File: config.mk
export PLATFORM = sky130hd
export DESIGN_NAME = pfa_ctrl
export DESIGN_NICKNAME = d
export VERILOG_FILES = /design/src/sv/pfa_pkg.sv /design/src/sv/pfa_ctrl.sv
export SDC_FILE = /design/constraint.sdc
export NUM_CORES = 1
export LEC_CHECK = 0
export BUFFER_PORTS_ARGS = -buffer_cell sky130_fd_sc_hd__buf_2
export CAP_MARGIN = 10
export CORE_MARGIN = 2
export CORE_UTILIZATION = 40
export CTS_CLUSTER_DIAMETER = 100
export DETAILED_ROUTE_END_ITERATION = 10
export PLACE_DENSITY = 0.73
export SYNTH_ARGS = -nofsm -noshare
export SYNTH_HDL_FRONTEND = slang
export SYNTH_SLANG_ARGS = --single-unit
File: constraint.sdc
create_clock -name clk_i -period 3 [get_ports clk_i]
set_clock_uncertainty 0.2 [all_clocks]
set_input_delay 0.3 -clock clk_i [delete_from_list [all_inputs] [get_ports clk_i]]
set_output_delay 0.3 -clock clk_i [all_outputs]
set_load 0.02 [all_outputs]
File: src/sv/pfa_pkg.sv
// Package with shared constants, types and command structures of the page allocator.
`timescale 1ns / 1ps
package pfa_pkg;

  localparam int STORE_DEPTH = 1024;
  localparam int MAX_RUN     = 64;
  localparam int IDX_W       = $clog2(STORE_DEPTH);
  localparam int CNT_W       = $clog2(STORE_DEPTH + 1);
  localparam int ADDR_W      = 32;
  localparam int COUNT_W     = 7;
  localparam int PSIZE_W     = 21;
  localparam int IN_TDATA_W  = 48;
  localparam int OUT_TDATA_W = 40;

  typedef enum logic [1:0] {
    CMD_FREE  = 2'd0,
    CMD_ALLOC = 2'd1,
    CMD_QUERY = 2'd2,
    CMD_NONE  = 2'd3
  } cmd_e;

  typedef enum logic [1:0] {
    ST_OK    = 2'd0,
    ST_EMPTY = 2'd1,
    ST_NORUN = 2'd2,
    ST_FULL  = 2'd3
  } status_e;

  typedef enum logic [2:0] {
    RES_ZERO,
    RES_FULL,
    RES_EMPTY,
    RES_NORUN,
    RES_POP,
    RES_RUN,
    RES_HIT
  } res_e;

  typedef enum logic [1:0] {
    RD_NONE,
    RD_TOP,
    RD_I,
    RD_K
  } rd_sel_e;

  typedef struct packed {
    logic    cap;
    logic    free_step;
    rd_sel_e rd_sel;
    logic    pop;
    logic    i_clr;
    logic    i_inc;
    logic    k_init;
    logic    k_dec;
    logic    cand_ld;
    logic    j_step;
    logic    tgt_base;
    logic    keep;
    logic    w_clr;
    logic    fc_w;
    logic    res_ld;
    res_e    res;
    logic    out_ld;
  } dp_cmd_t;

  typedef struct packed {
    cmd_e cmd;
    logic overflow;
    logic cnt_zero;
    logic cnt_le1;
    logic cnt_big;
    logic fc_zero;
    logic match;
    logic j_last;
    logic i_last;
    logic k_zero;
    logic out_busy;
  } dp_stat_t;

endpackage

File: src/sv/pfa_ctrl.sv
// Controller state machine that sequences free, pop, query, search and compaction.
`timescale 1ns / 1ps
module pfa_ctrl (
  input  logic               clk_i,
  input  logic               rst_ni,
  input  logic               in_valid_i,
  output logic               in_ready_o,
  input  pfa_pkg::dp_stat_t  stat_i,
  output pfa_pkg::dp_cmd_t   cmd_o
);
  import pfa_pkg::*;

  typedef enum logic [14:0] {
    S_IDLE   = 15'h0001,
    S_DECODE = 15'h0002,
    S_FREE   = 15'h0004,
    S_POP_RD = 15'h0008,
    S_POP_WT = 15'h0010,
    S_Q_RD   = 15'h0020,
    S_Q_CMP  = 15'h0040,
    S_C_RD   = 15'h0080,
    S_C_LD   = 15'h0100,
    S_S_RD   = 15'h0200,
    S_S_CMP  = 15'h0400,
    S_K_RD   = 15'h0800,
    S_K_CMP  = 15'h1000,
    S_K_NX   = 15'h2000,
    S_RES    = 15'h4000
  } state_e;

  state_e state_q, state_d;

  always_ff @(posedge clk_i or negedge rst_ni) begin
    if (!rst_ni) begin
      state_q <= S_IDLE;
    end else begin
      state_q <= state_d;
    end
  end

  assign in_ready_o = state_q == S_IDLE;

  always_comb begin
    state_d = state_q;
    cmd_o   = '0;
    cmd_o.rd_sel = RD_NONE;
    cmd_o.res    = RES_ZERO;
    unique case (state_q)
      S_IDLE: begin
        if (in_valid_i) begin
          cmd_o.cap = 1'b1;
          state_d   = S_DECODE;
        end
      end
      S_DECODE: begin
        state_d      = S_RES;
        cmd_o.res_ld = 1'b1;
        unique case (stat_i.cmd)
          CMD_FREE: begin
            if (stat_i.overflow) begin
              cmd_o.res = RES_FULL;
            end else if (!stat_i.cnt_zero) begin
              cmd_o.res_ld = 1'b0;
              state_d      = S_FREE;
            end
          end
          CMD_ALLOC: begin
            if (stat_i.fc_zero) begin
              cmd_o.res = RES_EMPTY;
            end else if (stat_i.cnt_le1) begin
              cmd_o.res_ld = 1'b0;
              state_d      = S_POP_RD;
            end else if (stat_i.cnt_big) begin
              cmd_o.res = RES_NORUN;
            end else begin
              cmd_o.res_ld = 1'b0;
              cmd_o.k_init = 1'b1;
              state_d      = S_C_RD;
            end
          end
          CMD_QUERY: begin
            if (!stat_i.fc_zero) begin
              cmd_o.res_ld = 1'b0;
              cmd_o.i_clr  = 1'b1;
              state_d      = S_Q_RD;
            end
          end
          default: ;
        endcase
      end
      S_FREE: begin
        cmd_o.free_step = 1'b1;
        if (stat_i.j_last) begin
          cmd_o.res_ld = 1'b1;
          state_d      = S_RES;
        end
      end
      S_POP_RD: begin
        cmd_o.rd_sel = RD_TOP;
        state_d      = S_POP_WT;
      end
      S_POP_WT: begin
        cmd_o.pop    = 1'b1;
        cmd_o.res_ld = 1'b1;
        cmd_o.res    = RES_POP;
        state_d      = S_RES;
      end
      S_Q_RD: begin
        cmd_o.rd_sel = RD_I;
        state_d      = S_Q_CMP;
      end
      S_Q_CMP: begin
        if (stat_i.match) begin
          cmd_o.res_ld = 1'b1;
          cmd_o.res    = RES_HIT;
          state_d      = S_RES;
        end else if (stat_i.i_last) begin
          cmd_o.res_ld = 1'b1;
          state_d      = S_RES;
        end else begin
          cmd_o.i_inc = 1'b1;
          state_d     = S_Q_RD;
        end
      end
      S_C_RD: begin
        cmd_o.rd_sel = RD_K;
        state_d      = S_C_LD;
      end
      S_C_LD: begin
        cmd_o.cand_ld = 1'b1;
        state_d       = S_S_RD;
      end
      S_S_RD: begin
        cmd_o.rd_sel = RD_I;
        state_d      = S_S_CMP;
      end
      S_S_CMP: begin
        if (stat_i.match && stat_i.j_last) begin
          cmd_o.w_clr = 1'b1;
          cmd_o.i_clr = 1'b1;
          state_d     = S_K_RD;
        end else if (stat_i.match) begin
          cmd_o.j_step = 1'b1;
          cmd_o.i_clr  = 1'b1;
          state_d      = S_S_RD;
        end else if (stat_i.i_last) begin
          if (stat_i.k_zero) begin
            cmd_o.res_ld = 1'b1;
            cmd_o.res    = RES_NORUN;
            state_d      = S_RES;
          end else begin
            cmd_o.k_dec = 1'b1;
            state_d     = S_C_RD;
          end
        end else begin
          cmd_o.i_inc = 1'b1;
          state_d     = S_S_RD;
        end
      end
      S_K_RD: begin
        cmd_o.rd_sel   = RD_I;
        cmd_o.tgt_base = 1'b1;
        state_d        = S_K_CMP;
      end
      S_K_CMP: begin
        if (stat_i.match) begin
          state_d = S_K_NX;
        end else if (stat_i.j_last) begin
          cmd_o.keep = 1'b1;
          state_d    = S_K_NX;
        end else begin
          cmd_o.j_step = 1'b1;
        end
      end
      S_K_NX: begin
        if (stat_i.i_last) begin
          cmd_o.fc_w   = 1'b1;
          cmd_o.res_ld = 1'b1;
          cmd_o.res    = RES_RUN;
          state_d      = S_RES;
        end else begin
          cmd_o.i_inc = 1'b1;
          state_d     = S_K_RD;
        end
      end
      S_RES: begin
        if (!stat_i.out_busy) begin
          cmd_o.out_ld = 1'b1;
          state_d      = S_IDLE;
        end
      end
      default: state_d = S_IDLE;
    endcase
  end

endmodule

==> run metrics <==
first-pass GRT wire length=between 5000 and 6000 um; most frequent cells in the layout=35 x buf_2, 11 x inv_1, 11 x dfrtp_1; post-synth net total=160; Max Root-Sink Buffers=2; post-DP HPWL=2680 um; Final ANT Viol Nets=0; fin. max-slew vios=0; vias per inst=between 5 and 6; CTS buffer count=3; Post-synth ARST share=1.00; CTS tree=yes; largest net degree at the start of global routing=16; initial antenna violation count=0; Leakage=between 0.7 and 0.8 nW; actual slew at the worst max-slew pin=641 ps; post-route cell area=roughly 1500 um^2; Placement Cell Area=between 1000 and 1500 um^2; drt first pass iters=4; family with the most delay on the worst path=simple AND/OR/NAND/NOR gates; max_slew headroom=0.567; Core ar.=approximately 3000 um^2; most common cell after layout, fill and taps aside=buf_2; critical path data arrival time=between 2000 and 2500 ps; status=complete, no violations; Post-Synthesis Cells=approximately 150; Vias=roughly 1.3k; Post-Syn Area=1250 um^2; syn avg cell area=between 8 and 9 um^2; slowest cell delay on critical path=around 640 ps; total wire length=3410 um; crit path capture type=output port; CP Data Required Time=between 2000 and 3000 ps; Post-synth EDFFs=0; Die X=60.0 um; gpl congestion=between 0.8 and 0.9; share of cells above drive strength 1=0.352; PnR Total Power=~0.00071 W; count of cell types in the netlist=between 40 and 50; routed len/inst=15.1 um; die area=roughly 3600 um^2; CP Max Fanout=10; number of global-route vias before repair=about 1.1k; H-tree Lvls=1; startpoint types=flop; top flop regs=state_q: 15 flops; achievable frequency=between 0.3 and 0.4 GHz; Starting Density=0.414; pwr dens=463 nW/um^2; clk sinks=15; Port-buffer cells=35; P&R area growth vs syn=22.2%; worst min path class=input pin to flop; root buffer cell=clkbuf_4; Nets=198; Die Y=60.0 um; 1st-iter DRT viols=between 50 and 60; Critical path buffers and inverters=1; maximum vdd ir drop=about 180 uV; Worst path slowest cell=or4_4; #FFs+latches synth=15; Final min period=around 2900 ps; Tcrit/Tclk final=0.961; ys flop type=dfrtp_1; antenna diode count=0; sequential-to-total area share from yosys stat=0.300; Worst-Skew Late Latency=290 ps; Ports=36; unrepaired setup endpoints after global routing=false; setup tns final=0 ps; max reg flops=15; max capacitance violation total=0; total track usage=0.203; Worst-path clk slew=around 100 ps; final setup fails=0; crit-path cells=or4_4, nor4_4, and2b_1, nand2_1, o211ai_1, buf_2; row cnt=20; WS Path Type=flop to output port; Top reg by flops=state_q; drt drc=0; Final Hold Fails=0; total grt overflow=0; synth warn=0
-- per-layer routing --
metal,share of wire,up-vias,GRT usage
li1,-,618,-
met1,0.41,612,0.259
met2,0.48,61,0.320
met3,0.075,10,0.0390
met4,0.026,0,0.108
met5,0,-,0
-- timing repair --
action,in CTS,in global routing
hold endpoints to repair,14,0
pin swaps,0,3
setup endpoints to repair,2,6
hold buffers,1,0
gates resized for setup,1,7
buffers inserted,0,1
-- cell usage after synthesis (2+ instances only) --
cell type | n | share of area
nor2b_1 | 2 | 0.010
nor4_1 | 5 | 0.025
nand2_1 | 11 | 0.033
nand3b_1 | 3 | 0.018
o2111ai_1 | 2 | 0.014
or2_2 | 2 | 0.010
and4b_1 | 2 | 0.016
o311ai_0 | 2 | 0.014
xnor2_1 | 2 | 0.014
nor2_1 | 10 | 0.030
and2_1 | 2 | 0.010
nor3_1 | 9 | 0.036
o211ai_1 | 2 | 0.012
inv_1 | 11 | 0.033
or4_4 | 2 | 0.018
buf_6 | 2 | 0.018
or4b_2 | 4 | 0.032
nand3_1 | 5 | 0.020
o41ai_1 | 2 | 0.014
dfrtp_1 | 14 | 0.28
a21oi_1 | 6 | 0.024
nand2b_1 | 8 | 0.040
o21ai_0 | 4 | 0.016
nor4b_1 | 5 | 0.035
nor4_4 | 4 | 0.068
-- layout make-up --
type | count | area [um^2]
clock buffers | 3 | 22.5
clock inverters | 1 | 5.00
fillers | 296 | 1500
inverters | 11 | 41.3
multi-input cells | 114 | 827
flip-flops and latches | 15 | 380
well taps | 44 | 55.1
repair buffers | 38 | 200
-- cells by family (layout without fill, tap and decap cells) --
family,count (synthesis),after routing,share of synthesized area
AO/OA/AOI/OAI,28,28,0.157
buffers and inverters,16,53,0.0619
XOR/XNOR,3,3,0.0210
flip-flops,15,15,0.300
AND/OR/NAND/NOR,82,82,0.452
multiplexers,1,1,0.00798
-- per-stage QoR --
step / hold slack [ps] / util / std cells / setup slack, ps
3_5_place_dp: 32.5 / 0.481 / 220 / 239
2_1_floorplan: -196 / - / 145 / 231
6_report: 44.8 / 0.506 / 226 / 116
4_1_cts: 38.9 / 0.494 / 225 / 34.5
3_3_place_gp: 32.4 / 0.481 / 220 / 378
5_1_grt: 45.3 / 0.506 / 226 / 0.346
-- path summary, 6_finish.rpt --
path	start	end	slack [ps]	cells after the start
max in group asynchronous	rst_ni	state_q[0]	2040	2
min in group asynchronous	rst_ni	state_q[10]	240	2
worst min-delay path	stat_i[5]	state_q[3]	40	2
worst max register to register	state_q[5]	state_q[0]	670	5
worst max-delay path	state_q[5]	cmd_o[2]	120	6
worst min register to register	state_q[1]	state_q[4]	340	1
-- power breakdown --
group	internal, W	total, W	switching, W
clock	0.0000496	0.000119	0.0000692
combinational	0.000132	0.000326	0.000194
sequential	0.000226	0.000263	0.0000375
Note: power is estimated with default switching activity, not from simulation.
